===== src/rtl/core/wbps_pkg.sv =====
// shared types, constants and register codes for the wildcard byte pattern scanner
package wbps_pkg;

  // default number of window cells
  localparam int unsigned MAX_PATTERN_BYTES_DEF = 16;

  // fixed field widths
  localparam int unsigned BYTE_W    = 8;
  localparam int unsigned LEN_W     = 5;
  localparam int unsigned MASK_W    = 16;
  localparam int unsigned PAT_IDX_W = 4;
  localparam int unsigned COUNT_W   = 16;
  localparam int unsigned SPAN_W    = 24;
  localparam int unsigned SEEN_W    = 25;
  localparam int unsigned END_W     = 26;
  localparam int unsigned OFFSET_W  = 26;
  localparam int unsigned ADDR_W    = 64;
  localparam int unsigned CFG_DATA_W = 64;
  localparam int unsigned CFG_IDX_W  = 3;

  typedef logic [BYTE_W-1:0]   byte_t;
  typedef logic [LEN_W-1:0]    len_t;
  typedef logic [COUNT_W-1:0]  count_t;
  typedef logic [SEEN_W-1:0]   seen_t;
  typedef logic [END_W-1:0]    end_t;
  typedef logic signed [OFFSET_W-1:0] offset_t;
  typedef logic [ADDR_W-1:0]   addr_t;

  // scan direction codes
  typedef enum logic {
    DIR_DOWN = 1'b0,
    DIR_UP   = 1'b1
  } scan_dir_t;

  // configuration register indexes
  typedef enum logic [CFG_IDX_W-1:0] {
    REG_PATTERN_LOW       = 3'd0,
    REG_PATTERN_HIGH      = 3'd1,
    REG_WILDCARD_MASK     = 3'd2,
    REG_PATTERN_LENGTH    = 3'd3,
    REG_SCAN_DIRECTION    = 3'd4,
    REG_TARGET_OCCURRENCE = 3'd5,
    REG_SCAN_SPAN         = 3'd6,
    REG_BASE_ADDRESS      = 3'd7
  } cfg_reg_t;

  // live configuration handed from the register file to the datapath
  typedef struct packed {
    logic [63:0]        pattern_low;
    logic [63:0]        pattern_high;
    logic [MASK_W-1:0]  wildcard_mask;
    len_t               pattern_length;
    scan_dir_t          scan_direction;
    count_t             target_occurrence;
    logic [SPAN_W-1:0]  scan_span;
    addr_t              base_address;
  } cfg_t;

  localparam len_t   PATTERN_LENGTH_RST    = 5'd1;
  localparam count_t TARGET_OCCURRENCE_RST = 16'd1;
  localparam count_t COUNT_MAX             = 16'hFFFF;

endpackage


===== src/rtl/core/wbps_if.sv =====
// valid/ready channel interfaces for the scanner input bytes and results
interface wbps_in_if;
  logic                valid;
  logic                ready;
  wbps_pkg::byte_t     mem_byte;
  logic                first_byte;

  modport source (output valid, output mem_byte, output first_byte, input ready);
  modport sink   (input valid, input mem_byte, input first_byte, output ready);
endinterface

interface wbps_out_if;
  logic                valid;
  logic                ready;
  logic                found;
  wbps_pkg::offset_t   match_offset;
  wbps_pkg::addr_t     match_address;

  modport source (output valid, output found, output match_offset, output match_address,
                  input ready);
  modport sink   (input valid, input found, input match_offset, input match_address,
                  output ready);
endinterface


===== src/rtl/core/wbps_cfg.sv =====
// configuration register file of the scanner
module wbps_cfg (
  input  logic                                clk,
  input  logic                                rst_n,
  input  logic                                cfg_we,
  input  logic [wbps_pkg::CFG_IDX_W-1:0]      cfg_index,
  input  logic [wbps_pkg::CFG_DATA_W-1:0]     cfg_wdata,
  output wbps_pkg::cfg_t                      cfg
);
  import wbps_pkg::*;

  cfg_t cfg_r;
  cfg_t cfg_nxt;

  // decode one register write
  always_comb begin
    cfg_nxt = cfg_r;
    if (cfg_we) begin
      unique case (cfg_reg_t'(cfg_index))
        REG_PATTERN_LOW:       cfg_nxt.pattern_low       = cfg_wdata;
        REG_PATTERN_HIGH:      cfg_nxt.pattern_high      = cfg_wdata;
        REG_WILDCARD_MASK:     cfg_nxt.wildcard_mask     = cfg_wdata[MASK_W-1:0];
        REG_PATTERN_LENGTH:    cfg_nxt.pattern_length    = cfg_wdata[LEN_W-1:0];
        REG_SCAN_DIRECTION:    cfg_nxt.scan_direction    = scan_dir_t'(cfg_wdata[0]);
        REG_TARGET_OCCURRENCE: cfg_nxt.target_occurrence = cfg_wdata[COUNT_W-1:0];
        REG_SCAN_SPAN:         cfg_nxt.scan_span         = cfg_wdata[SPAN_W-1:0];
        REG_BASE_ADDRESS:      cfg_nxt.base_address      = cfg_wdata;
        default:               cfg_nxt = cfg_r;
      endcase
    end
  end

  always_ff @(posedge clk) begin
    if (!rst_n) begin
      cfg_r.pattern_low       <= '0;
      cfg_r.pattern_high      <= '0;
      cfg_r.wildcard_mask     <= '0;
      cfg_r.pattern_length    <= PATTERN_LENGTH_RST;
      cfg_r.scan_direction    <= DIR_DOWN;
      cfg_r.target_occurrence <= TARGET_OCCURRENCE_RST;
      cfg_r.scan_span         <= '0;
      cfg_r.base_address      <= '0;
    end else begin
      cfg_r <= cfg_nxt;
    end
  end

  assign cfg = cfg_r;

endmodule


===== src/rtl/core/wbps_cell.sv =====
// one window cell: holds a byte, passes it on, and compares against its pattern byte
module wbps_cell (
  input  logic             clk,
  input  logic             shift_en,
  input  logic             clear,
  input  wbps_pkg::byte_t  byte_in,
  input  wbps_pkg::byte_t  pat_byte,
  input  logic             care,
  output wbps_pkg::byte_t  byte_out,
  output logic             hit
);
  import wbps_pkg::*;

  byte_t win_r;
  byte_t win_nxt;

  // value this cell takes on the current shift
  assign win_nxt = clear ? '0 : byte_in;

  // compare the shifted-in byte, unused or wildcard cells always hit
  assign hit = !care || (win_nxt == pat_byte);

  always_ff @(posedge clk) begin
    if (shift_en) begin
      win_r <= win_nxt;
    end
  end

  assign byte_out = win_r;

endmodule


===== src/rtl/core/wildcard_byte_pattern_scanner_top.sv =====
// top level of the wildcard byte pattern scanner
//
// in_chan carries one memory byte per word, with first_byte marking the start
// of a scan; out_chan carries one result word per scan: found, the signed
// match offset and base plus offset (zeros when not found). The cfg_ port
// writes one register per cycle; the user must use it only while no scan
// result is pending, as the block does not enforce this. The byte window is
// a row of cells, one per pattern byte, that shift the stream along and
// compare in parallel, so one byte is taken every cycle while in_chan.ready
// is high. A result word passes from the byte that ends the scan through two
// registers before out_chan offers it: one for the match decision and count,
// one for the address add into the output register. in_chan.ready drops
// only when both the decision stage and the output register hold words and
// the receiver stalls; until then bytes keep flowing, one per cycle.
// After reset the registers hold their reset values and the block is idle:
// bytes are ignored until a word with first_byte set arrives.
module wildcard_byte_pattern_scanner_top #(
  parameter int unsigned MAX_PATTERN_BYTES = wbps_pkg::MAX_PATTERN_BYTES_DEF
) (
  input  logic                             clk,
  input  logic                             rst_n,
  wbps_in_if.sink                          in_chan,
  wbps_out_if.source                       out_chan,
  input  logic                             cfg_we,
  input  logic [wbps_pkg::CFG_IDX_W-1:0]   cfg_index,
  input  logic [wbps_pkg::CFG_DATA_W-1:0]  cfg_wdata
);
  import wbps_pkg::*;

  cfg_t cfg;

  wbps_cfg u_cfg (
    .clk       (clk),
    .rst_n     (rst_n),
    .cfg_we    (cfg_we),
    .cfg_index (cfg_index),
    .cfg_wdata (cfg_wdata),
    .cfg
  );

  // handshake and pipeline control
  logic  a_valid_r;
  logic  out_valid_r;
  logic  finished_r;
  logic  b_load;
  logic  in_ready;
  logic  accept;
  logic  active;
  logic  step;

  assign b_load   = !out_valid_r || out_chan.ready;
  assign in_ready = !a_valid_r || b_load;
  assign accept   = in_chan.valid && in_ready;
  assign active   = in_chan.first_byte || !finished_r;
  assign step     = accept && active;

  assign in_chan.ready = in_ready;

  // effective pattern length, clamped to 1..MAX_PATTERN_BYTES
  len_t eff_len;
  logic up;
  logic [127:0] pat_all;

  always_comb begin
    priority if (cfg.pattern_length == '0) begin
      eff_len = len_t'(1);
    end else if (cfg.pattern_length > len_t'(MAX_PATTERN_BYTES)) begin
      eff_len = len_t'(MAX_PATTERN_BYTES);
    end else begin
      eff_len = cfg.pattern_length;
    end
  end

  assign up      = (cfg.scan_direction == DIR_UP);
  assign pat_all = {cfg.pattern_high, cfg.pattern_low};

  // row of window cells, cell 0 holds the newest byte
  byte_t                       win  [MAX_PATTERN_BYTES];
  logic [MAX_PATTERN_BYTES-1:0] hits;

  for (genvar k = 0; k < MAX_PATTERN_BYTES; k++) begin : g_cell
    len_t                 down_idx;
    logic [PAT_IDX_W-1:0] pidx;
    logic                 in_use;
    byte_t                cell_in;
    logic                 cell_clear;

    // down mode maps the oldest byte in use to pattern byte 0
    assign down_idx = eff_len - len_t'(k) - len_t'(1);
    assign pidx     = up ? PAT_IDX_W'(k) : down_idx[PAT_IDX_W-1:0];
    assign in_use   = len_t'(k) < eff_len;

    if (k == 0) begin : g_head
      assign cell_in    = in_chan.mem_byte;
      assign cell_clear = 1'b0;
    end else begin : g_body
      assign cell_in    = win[k-1];
      assign cell_clear = in_chan.first_byte;
    end

    wbps_cell u_cell (
      .clk      (clk),
      .shift_en (step),
      .clear    (cell_clear),
      .byte_in  (cell_in),
      .pat_byte (pat_all[{pidx, 3'b000} +: BYTE_W]),
      .care     (in_use && !cfg.wildcard_mask[pidx]),
      .byte_out (win[k]),
      .hit      (hits[k])
    );
  end

  // scan counters
  seen_t  bytes_r;
  seen_t  bytes_nxt;
  count_t matches_r;
  count_t matches_base;
  count_t matches_nxt;
  logic   finished_nxt;
  end_t   end_count;
  seen_t  len_ext;
  seen_t  cand;
  logic   cand_ok;
  logic   win_match;
  logic   hit_target;
  logic   ends_here;
  logic   result;
  offset_t cand_off;

  assign len_ext      = {{(SEEN_W-LEN_W){1'b0}}, eff_len};
  assign end_count    = {2'b00, cfg.scan_span} + {{(END_W-LEN_W-1){1'b0}}, eff_len, 1'b0}
                        - end_t'(2);
  assign bytes_nxt    = (in_chan.first_byte ? '0 : bytes_r) + seen_t'(1);
  assign matches_base = in_chan.first_byte ? '0 : matches_r;

  // candidate start is tested only while it lies inside the span
  assign cand_ok   = (bytes_nxt >= len_ext) && ({1'b0, bytes_nxt} <= end_count);
  assign cand      = bytes_nxt - len_ext + seen_t'(1);
  assign win_match = cand_ok && (&hits);

  // saturating match count
  always_comb begin
    matches_nxt = matches_base;
    if (win_match && (matches_base != COUNT_MAX)) begin
      matches_nxt = matches_base + count_t'(1);
    end
  end

  assign hit_target = win_match && (cfg.target_occurrence != '0)
                      && (matches_nxt == cfg.target_occurrence);
  assign ends_here  = {1'b0, bytes_nxt} >= end_count;
  assign result     = hit_target || ends_here;
  assign cand_off   = up ? -offset_t'({1'b0, cand}) : offset_t'({1'b0, cand});

  always_comb begin
    finished_nxt = finished_r;
    if (step) begin
      finished_nxt = result;
    end
  end

  always_ff @(posedge clk) begin
    if (!rst_n) begin
      bytes_r    <= '0;
      matches_r  <= '0;
      finished_r <= 1'b1;
    end else begin
      finished_r <= finished_nxt;
      if (step) begin
        bytes_r   <= bytes_nxt;
        matches_r <= matches_nxt;
      end
    end
  end

  // decision stage
  logic    a_valid_nxt;
  logic    a_found_r;
  offset_t a_offset_r;

  always_comb begin
    a_valid_nxt = a_valid_r;
    priority if (step && result) begin
      a_valid_nxt = 1'b1;
    end else if (b_load) begin
      a_valid_nxt = 1'b0;
    end
  end

  always_ff @(posedge clk) begin
    if (!rst_n) begin
      a_valid_r <= 1'b0;
    end else begin
      a_valid_r <= a_valid_nxt;
    end
  end

  always_ff @(posedge clk) begin
    if (step && result) begin
      a_found_r  <= hit_target;
      a_offset_r <= hit_target ? cand_off : '0;
    end
  end

  // output register with the address add
  logic    out_valid_nxt;
  logic    out_found_r;
  offset_t out_offset_r;
  addr_t   out_addr_r;
  addr_t   addr_nxt;

  assign out_valid_nxt = b_load ? a_valid_r : out_valid_r;
  assign addr_nxt      = a_found_r
                         ? cfg.base_address + {{(ADDR_W-OFFSET_W){a_offset_r[OFFSET_W-1]}},
                                               a_offset_r}
                         : '0;

  always_ff @(posedge clk) begin
    if (!rst_n) begin
      out_valid_r <= 1'b0;
    end else begin
      out_valid_r <= out_valid_nxt;
    end
  end

  always_ff @(posedge clk) begin
    if (b_load && a_valid_r) begin
      out_found_r  <= a_found_r;
      out_offset_r <= a_offset_r;
      out_addr_r   <= addr_nxt;
    end
  end

  assign out_chan.valid         = out_valid_r;
  assign out_chan.found         = out_found_r;
  assign out_chan.match_offset  = out_offset_r;
  assign out_chan.match_address = out_addr_r;

endmodule


===== src/flat_wrapper.sv =====
// flat-port wrapper written by rule: the top's interface ports become plain ports
module wildcard_byte_pattern_scanner_top_flat import wbps_pkg::*;
#(
  parameter int unsigned MAX_PATTERN_BYTES = wbps_pkg::MAX_PATTERN_BYTES_DEF
)
  (clk, rst_n, cfg_we, cfg_index, cfg_wdata, in_chan_valid, in_chan_mem_byte, in_chan_first_byte, in_chan_ready, out_chan_valid, out_chan_found, out_chan_match_offset, out_chan_match_address, out_chan_ready);
  wbps_in_if in_chan_i ();
  wbps_out_if out_chan_i ();
  input  logic clk;
  input  logic rst_n;
  input  logic cfg_we;
  input  logic [wbps_pkg::CFG_IDX_W-1:0] cfg_index;
  input  logic [wbps_pkg::CFG_DATA_W-1:0] cfg_wdata;
  input wire logic [$bits(in_chan_i.valid)-1:0] in_chan_valid;
  input wire logic [$bits(in_chan_i.mem_byte)-1:0] in_chan_mem_byte;
  input wire logic [$bits(in_chan_i.first_byte)-1:0] in_chan_first_byte;
  output wire logic [$bits(in_chan_i.ready)-1:0] in_chan_ready;
  output wire logic [$bits(out_chan_i.valid)-1:0] out_chan_valid;
  output wire logic [$bits(out_chan_i.found)-1:0] out_chan_found;
  output wire logic [$bits(out_chan_i.match_offset)-1:0] out_chan_match_offset;
  output wire logic [$bits(out_chan_i.match_address)-1:0] out_chan_match_address;
  input wire logic [$bits(out_chan_i.ready)-1:0] out_chan_ready;
  assign in_chan_i.valid = in_chan_valid;
  assign in_chan_i.mem_byte = in_chan_mem_byte;
  assign in_chan_i.first_byte = in_chan_first_byte;
  assign in_chan_ready = in_chan_i.ready;
  assign out_chan_valid = out_chan_i.valid;
  assign out_chan_found = out_chan_i.found;
  assign out_chan_match_offset = out_chan_i.match_offset;
  assign out_chan_match_address = out_chan_i.match_address;
  assign out_chan_i.ready = out_chan_ready;
  wildcard_byte_pattern_scanner_top #(.MAX_PATTERN_BYTES(MAX_PATTERN_BYTES)) u_core (.clk(clk), .rst_n(rst_n), .in_chan(in_chan_i), .out_chan(out_chan_i), .cfg_we(cfg_we), .cfg_index(cfg_index), .cfg_wdata(cfg_wdata));
endmodule

===== config.mk =====
export PLATFORM = sky130hd
export DESIGN_NAME = wildcard_byte_pattern_scanner_top_flat
export DESIGN_NICKNAME = d
export VERILOG_FILES = /design/src/rtl/core/wbps_pkg.sv /design/src/rtl/core/wbps_if.sv /design/src/rtl/core/wbps_cfg.sv /design/src/rtl/core/wbps_cell.sv /design/src/rtl/core/wildcard_byte_pattern_scanner_top.sv /design/src/flat_wrapper.sv
export SDC_FILE = /design/constraint.sdc
export NUM_CORES = 2
export LEC_CHECK = 0
export ABC_AREA = 1
export ABC_CLOCK_PERIOD_IN_PS = 6900
export BUFFER_PORTS_ARGS = -buffer_cell sky130_fd_sc_hd__buf_4
export CORE_ASPECT_RATIO = 2
export CORE_MARGIN = 3
export CORE_UTILIZATION = 57
export DETAILED_ROUTE_END_ITERATION = 8
export GPL_ROUTABILITY_DRIVEN = 0
export PLACE_DENSITY = 0.78
export SLEW_MARGIN = 0
export SYNTH_ARGS = -nofsm -noshare
export SYNTH_HDL_FRONTEND = slang
export SYNTH_HIERARCHICAL = 1
export SYNTH_SLANG_ARGS = --single-unit

===== constraint.sdc =====
create_clock -name clk -period 6.9 [get_ports clk]
set_clock_uncertainty 0.15 [all_clocks]
set_input_delay 0.69 -clock clk [delete_from_list [all_inputs] [get_ports clk]]
set_output_delay 0.69 -clock clk [all_outputs]
set_load 0.005 [all_outputs]

Word-level counts from Yosys, hierarchy flattened
Cells that the tools add are included.
W data, S select, Z words.
{ "word_totals": {"register_bits": 536, "inputBits": 81, "output_inout_bits": 93, "wordCells": 314} }
{ "op_classes": {"addsub": 38, "magnitude_cmp": 36, "eq_ne": 25, "shifts": 16, "mux": 71, "reduce_logical": 94} }
{ "op_table": {"columns": ["op", "count"], "rows": [
  ["$shiftx A128 B8 Y8", 16],
  ["$eq A8 B8 Y1", 16],
  ["$mux W8", 15],
  ["$lt A4 B5 Y1 const B", 16],
  ["$add A64 B64 Y64", 1],
  ["$bmux W1 S4", 16],
  ["$mux W4", 16],
  ["$sub A4 B1 Y4 const B", 16],
  ["$add A25 B1 Y25 const B", 2],
  ["$mux W25", 2],
  ["$lt A4 B5 Y1 const A", 8],
  ["$logic_not A1 Y1", 35],
  ["$mux W16", 2],
  ["$sub A4 B4 Y4 const B", 8],
  ["$ge A25 B26 Y1", 1],
  ["$le A25 B26 Y1", 1],
  ["$neg A25 Y26", 1],
  ["$sub A26 B2 Y26 const B", 1],
  ["$add A24 B6 Y25", 1],
  ["$ge A25 B5 Y1", 1],
  ["$logic_and A1 B1 Y1", 25],
  ["$sub A25 B5 Y25", 1],
  ["$logic_or A1 B1 Y1", 20],
  ["$lt A3 B5 Y1 const A", 4],
  ["other kinds (19)", 55]
]} }

Logic depth before layout (Yosys ltp)
{ "depth": {"depth_word": 21, "depth_mapped": 44, "mapped_depth_nobuf": 43} }

Cells and area by module
The synthesis kept the hierarchy.
{ "by_module_without_submodules": {"columns": ["mod", "n_inst", "cells_per_inst", "area_per_inst_um2", "seq_area_each_um2"], "rows": [
  ["wildcard_byte_pattern_scanner_top", 1, 3696, 22111.2, 4424.2],
  ["wbps_cfg", 1, 1452, 9977.1, 5084.9],
  ["wbps_cell", 16, 68, 480.5, 240.2]
]} }

Least setup slack after synthesis
OpenSTA, ideal clock, no wires.
{ "synth_path": {"path_type": "register -> register", "start": "reg u_core.u_cfg.cfg_r (netlist bit u_core/u_cfg/cfg[107])", "end": "reg u_core.a_found_r, enable pin", "setup_ns": 0.382, "arrival_time_ns": 5.991, "required_ns": 6.368, "slack_ns": 0.377, "path_stages_with_launch": 41, "path_buffers": 1, "period_less_slack_ns": 6.523, "path_cell_list": "dfxtp_1 inv_1 nand4_1 nand2_1 inv_1 nor2_1 inv_1 ha_1 inv_1 ha_1 inv_1 fa_1 nor2_1 a211oi_1 o21ai_0 a21oi_1 o21ai_0 a31oi_1 [5 not listed] ha_1 nand3_1 nor2_1 nand3_1 nand3_1 clkbuf_1 nand3_1 nand2_1 nand2_1 nand2_1 nand2_1 nor2_1 nand2_1 nor2_1 nand3_2 nand2_1 nand2_1 inv_1"} }
{ "synth_via": {"elab_chain_cells": 20, "elab_cells_between_ends": 209, "classes_between": "add/sub (32); order compare (20); eq/ne (17); shift (16); mux (51); reduce/logical (73)"} }
{ "synth_rtl": {"columns": ["element", "line", "source"], "rows": [
  ["from (decl)", "wbps_cfg.sv:12", "cfg_t cfg_r;"],
  ["from (signal assigned)", "wbps_cfg.sv:44", "cfg_r <= cfg_nxt;"],
  ["$gt A5 B5 Y1", "wildcard_byte_pattern_scanner_top.sv:67", "end else if (cfg.pattern_length > len_t'(MAX_PATTERN_BYTES)) begin"],
  ["$mux W5", "wildcard_byte_pattern_scanner_top.sv:67", null],
  ["$mux W5 *", "wildcard_byte_pattern_scanner_top.sv:65", "priority if (cfg.pattern_length == '0) begin"],
  ["parallel branches: the longest is 15 deep, another holds $sub A26 B2 Y26", null, null],
  ["$logic_or A1 B1 Y1 *", "wildcard_byte_pattern_scanner_top.sv:152", "assign result = hit_target || ends_here;"],
  ["$logic_and A1 B1 Y1 *", "wildcard_byte_pattern_scanner_top.sv:199", "if (step && result) begin"],
  ["to (signal assigned)", "wildcard_byte_pattern_scanner_top.sv:200", "a_found_r <= hit_target;"],
  ["to (decl)", "wildcard_byte_pattern_scanner_top.sv:178", "logic a_found_r;"]
]} }
Every way passes the cells marked *. The select of a mux whose other input is x is not followed.
A chain may end at the register's enable or synchronous reset.

Final worst setup path
{ "layout_path": {"start": "reg u_core.u_cfg.cfg_r (netlist bit u_core/u_cfg/cfg[107])", "end": "reg u_core.a_offset_r[22], enable pin"} }
{ "layout_via": {"elab_chain_cells": 20, "elab_cells_between_ends": 209, "classes_between": "add/sub (32); order compare (20); eq/ne (17); shift (16); mux (51); reduce/logical (73)"} }
{ "layout_rtl": {"columns": ["element", "line", "source"], "rows": [
  ["$gt A5 B5 Y1", "wildcard_byte_pattern_scanner_top.sv:67", null],
  ["$mux W5", "wildcard_byte_pattern_scanner_top.sv:67", null],
  ["$mux W5 *", "wildcard_byte_pattern_scanner_top.sv:65", null],
  ["parallel branches: the longest is 8 deep, another holds $sub A4 B4 Y4", null, null],
  ["$logic_or A1 B1 Y1 *", "wbps_cell.sv:21", "assign hit = !care || (win_nxt == pat_byte);"],
  ["named net u_core.hits[8]", "wildcard_byte_pattern_scanner_top.sv:79", "logic [MAX_PATTERN_BYTES-1:0] hits;"],
  ["$reduce_and A16 Y1 *", "wildcard_byte_pattern_scanner_top.sv:139", "assign win_match = cand_ok && (&hits);"],
  ["$logic_and A1 B1 Y1 *", "wildcard_byte_pattern_scanner_top.sv:139", null],
  ["$logic_and A1 B1 Y1", "wildcard_byte_pattern_scanner_top.sv:144", "if (win_match && (matches_base != COUNT_MAX)) begin"],
  ["$mux W16", "wildcard_byte_pattern_scanner_top.sv:144", null],
  ["$eq A16 B16 Y1", "wildcard_byte_pattern_scanner_top.sv:150", "&& (matches_nxt == cfg.target_occurrence);"],
  ["$logic_and A1 B1 Y1 *", "wildcard_byte_pattern_scanner_top.sv:150", null],
  ["$logic_or A1 B1 Y1 *", "wildcard_byte_pattern_scanner_top.sv:152", null],
  ["$logic_and A1 B1 Y1 *", "wildcard_byte_pattern_scanner_top.sv:199", null],
  ["to (signal assigned)", "wildcard_byte_pattern_scanner_top.sv:201", "a_offset_r <= hit_target ? cand_off : '0;"],
  ["to (decl)", "wildcard_byte_pattern_scanner_top.sv:179", "offset_t a_offset_r;"]
]} }
Mark *: on every way through the listed nets, which the timed path passes. The select of a mux whose other input is x is not followed.

==> impl_metrics.py <==
metrics = {
    "worst_setup_path": {
        "reg2reg_slack_ns": -0.15,
        "crit_path_start": "u_core/u_cfg/cfg[107]",
        "cp.arrival_ns": 7.23,
        "startpoint_type": "register",
        "cpMaxStageDelayCell": "o21ai_0",
        "cpPeakStageDelay_ns": 0.71,
        "reg2reg_from": "u_core/u_cfg/cfg[107]",
        "crit_path_frequent_cell": "nand2_1",
        "end_kind": "register",
        "path_class": "register to register",
        "cp_max_fo": 23,
        "required_ns": 7.08,
    },
    "clock_network": {
        "cts_buffers": 48,
        "root_buffer": "clkbuf_16",
        "cts.sinks": 536,
        "clk_pin_slew_worst_paths_ns": 0.07,
        "cts_tree": "built",
        "worstSkewPairLatency_ns": 0.63,
        "cts.path.max_buffers": 3,
        "cts_max_level": 2,
        "cts_hold_buf": 0,
    },
    "sta": {
        "fmax_ghz": 0.142,
        "hold_viol": 0,
        "finalMaxSlewViolations": 0,
        "setup-violations-final": 28,
        "worst_slack_ns": -0.150,
        "period_share_pct": 102,
        "tightest_slew_ns": 1.10,
        "slew_headroom_pct": 26.8,
        "post-route-min-period_ns": 7.05,
        "whs_ns": 0.222,
    },
    "floorplan": {
        "pin_count": 174,
        "die-height_um": 378,
        "fp.coreArea_um2": 68700,
        "start_util_pct": 57.5,
        "die_area_um2": 72700,
        "die_w_um": 192,
        "rows": 136,
    },
    "min_path": {
        "min-delay-start": "cfg_wdata[0]",
        "worst_hold_path_type": "input port to register",
    },
    "synthesis": {
        "avgSynthCellArea_um2": 6.35,
        "netlist_area_um2": 39500,
        "ys_warn_count": 6,
        "synth_cells": 6224,
    },
    "outcome": {
        "violations": "DRC, setup timing",
        "status": "finished with violations",
    },
    "pwr": {
        "power.density_nw_per_um2": 202,
        "p_int_w": 0.00572,
        "irDropWorstVdd_mv": 0.203,
        "p_sw_w": 0.00320,
        "power.total_w": 0.00892,
        "p_comb_share_pct": 28.5,
        "swShare_pct": 35.8,
        "seqPwrFrac_pct": 39.4,
        "power_frac_clock_pct": 32.0,
        "power.leakage_nw": 20.5,
    },
    "drt": {
        "wirelength_mm": 155,
        "vias": 42800,
        "drc": 5,
        "antenna_left": 0,
        "wire_per_inst_um": 21.3,
        "drt_iter0_markers": 4588,
        "viasPerCell": 5.86,
        "firstDrtPassIters": 9,
    },
    "run": {
        "drv_cap": 0,
    },
    "placement": {
        "dpl.hpwl_mm": 113,
        "io_buffers": 173,
    },
    "finish": {
        "nets": 6620,
        "area_growth_pct": 11.9,
        "multi_input_area_um2": 22300,
        "fill_cells": 6452,
        "ff_latch_area_um2": 13100,
        "layout-drive-gt1-share_pct": 8.38,
    },
    "global_route": {
        "grt_pass1_vias": 39400,
        "gr-total-overflow": 0,
        "track_usage_pct": 41.7,
        "grt_pass1_wl_mm": 227,
        "antenna_found_initial": 13,
        "grt_start_max_net_pins": 108,
    },
}
==> worst max-delay path, delay by kind of cell, from the launching register on <==
family          cells  cell delay [ns]
simple gates       25             3.03
buf+inv            13             1.73
compound gates      3             1.24
flops               1             0.34
fa+ha+maj           1             0.25
==> sequential cells by signal (all words and copies together) (netlist names), 16 cells and up <==
signal,cells
u_core/bytes_r,25
u_core/out_chan.match_offset,26
u_core/matches_r,16
u_core/a_offset_r,26
u_core/out_chan.match_address,64
u_core/u_cfg/cfg,254
u_core/g_cell.u_cell/byte_out,120
==> area by class of cell <==
| type | count | share of cell area (%) |
|---|---|---|
| multi-input cells | 4533 | 50.5 |
| well taps | 897 | 2.54 |
| inverters | 930 | 7.94 |
| diodes | 9 | 0.0509 |
| clock inverters | 21 | 0.484 |
| flip-flops and latches | 536 | 29.7 |
| repair buffers | 306 | 5.69 |
| clock buffers | 68 | 3.17 |
==> per-layer routing <==
layer | up-vias | routed length, µm | track usage (%)
met5 | - | 26 | 1.12
met4 | 4 | 21200 | 42.3
met3 | 1001 | 15600 | 14.5
met1 | 19100 | 48300 | 39.8
met2 | 2533 | 70100 | 67.3
li1 | 20100 | - | -
==> worst paths after layout <==
kind / cells after the start / end
hold / removal: 3 / u_core/u_cfg/cfg[105]
setup reg to reg: 42 / u_core/a_offset_r[22]
setup / recovery: 42 / u_core/a_offset_r[22]
hold reg to reg: 0 / u_core/out_chan.match_offset[3]
==> power groups by stage <==
stage	clock (W)	combinational, W	sequential, W
final	0.00286	0.00254	0.00352
after global routing	0.00297	0.00274	0.00353
after CTS	0.00287	0.00227	0.00351
after detailed placement	0	0.00226	0.00358
after global placement	0	0.00223	0.00358
after floorplan	0	0.00151	0.00356
==> repair_timing <==
action	CTS	global route
buffers inserted	0	13
hold endpoints to repair	0	0
gates resized for setup	0	147
endpoints found under the setup margin	0	57
==> per-stage QoR <==
step / utilization [%] / cell area (µm²) / instances / setup WS [ns] / setup TNS [ns]
after global placement: 60.9 / 41900 / 7171 / 0.214 / 0
after global routing: 64.3 / 44200 / 7291 / -0.546 / -22.95
after CTS: 63.3 / 43500 / 7260 / 0.0715 / 0
final: 64.3 / 44200 / 7300 / -0.150 / -3.79
after floorplan: - / 39500 / 6230 / 0.377 / 0
after detailed placement: 60.9 / 41900 / 7171 / 0.112 / 0
==> cell usage in the layout (no fill, tap or decap), types with 17 or more instances in the layout <==
cell type and n:
nand2_1 1628, nor2_1 952, inv_1 900, o21ai_0 571
nand3_1 342, a21oi_1 298, dfxtp_1 298, buf_4 286
edfxtp_1 238, ha_1 179, xor2_1 65, o21ai_1 60
clkbuf_16 53, o21bai_1 42, nand4_1 38, nor3_1 34
xnor2_1 26, nand2_2 25, nor4_1 24, o21a_1 24
inv_2 23, a31oi_1 22, o21ai_2 21, mux2i_1 18
nor2_4 17
Power figures use the tool's default switching activity.
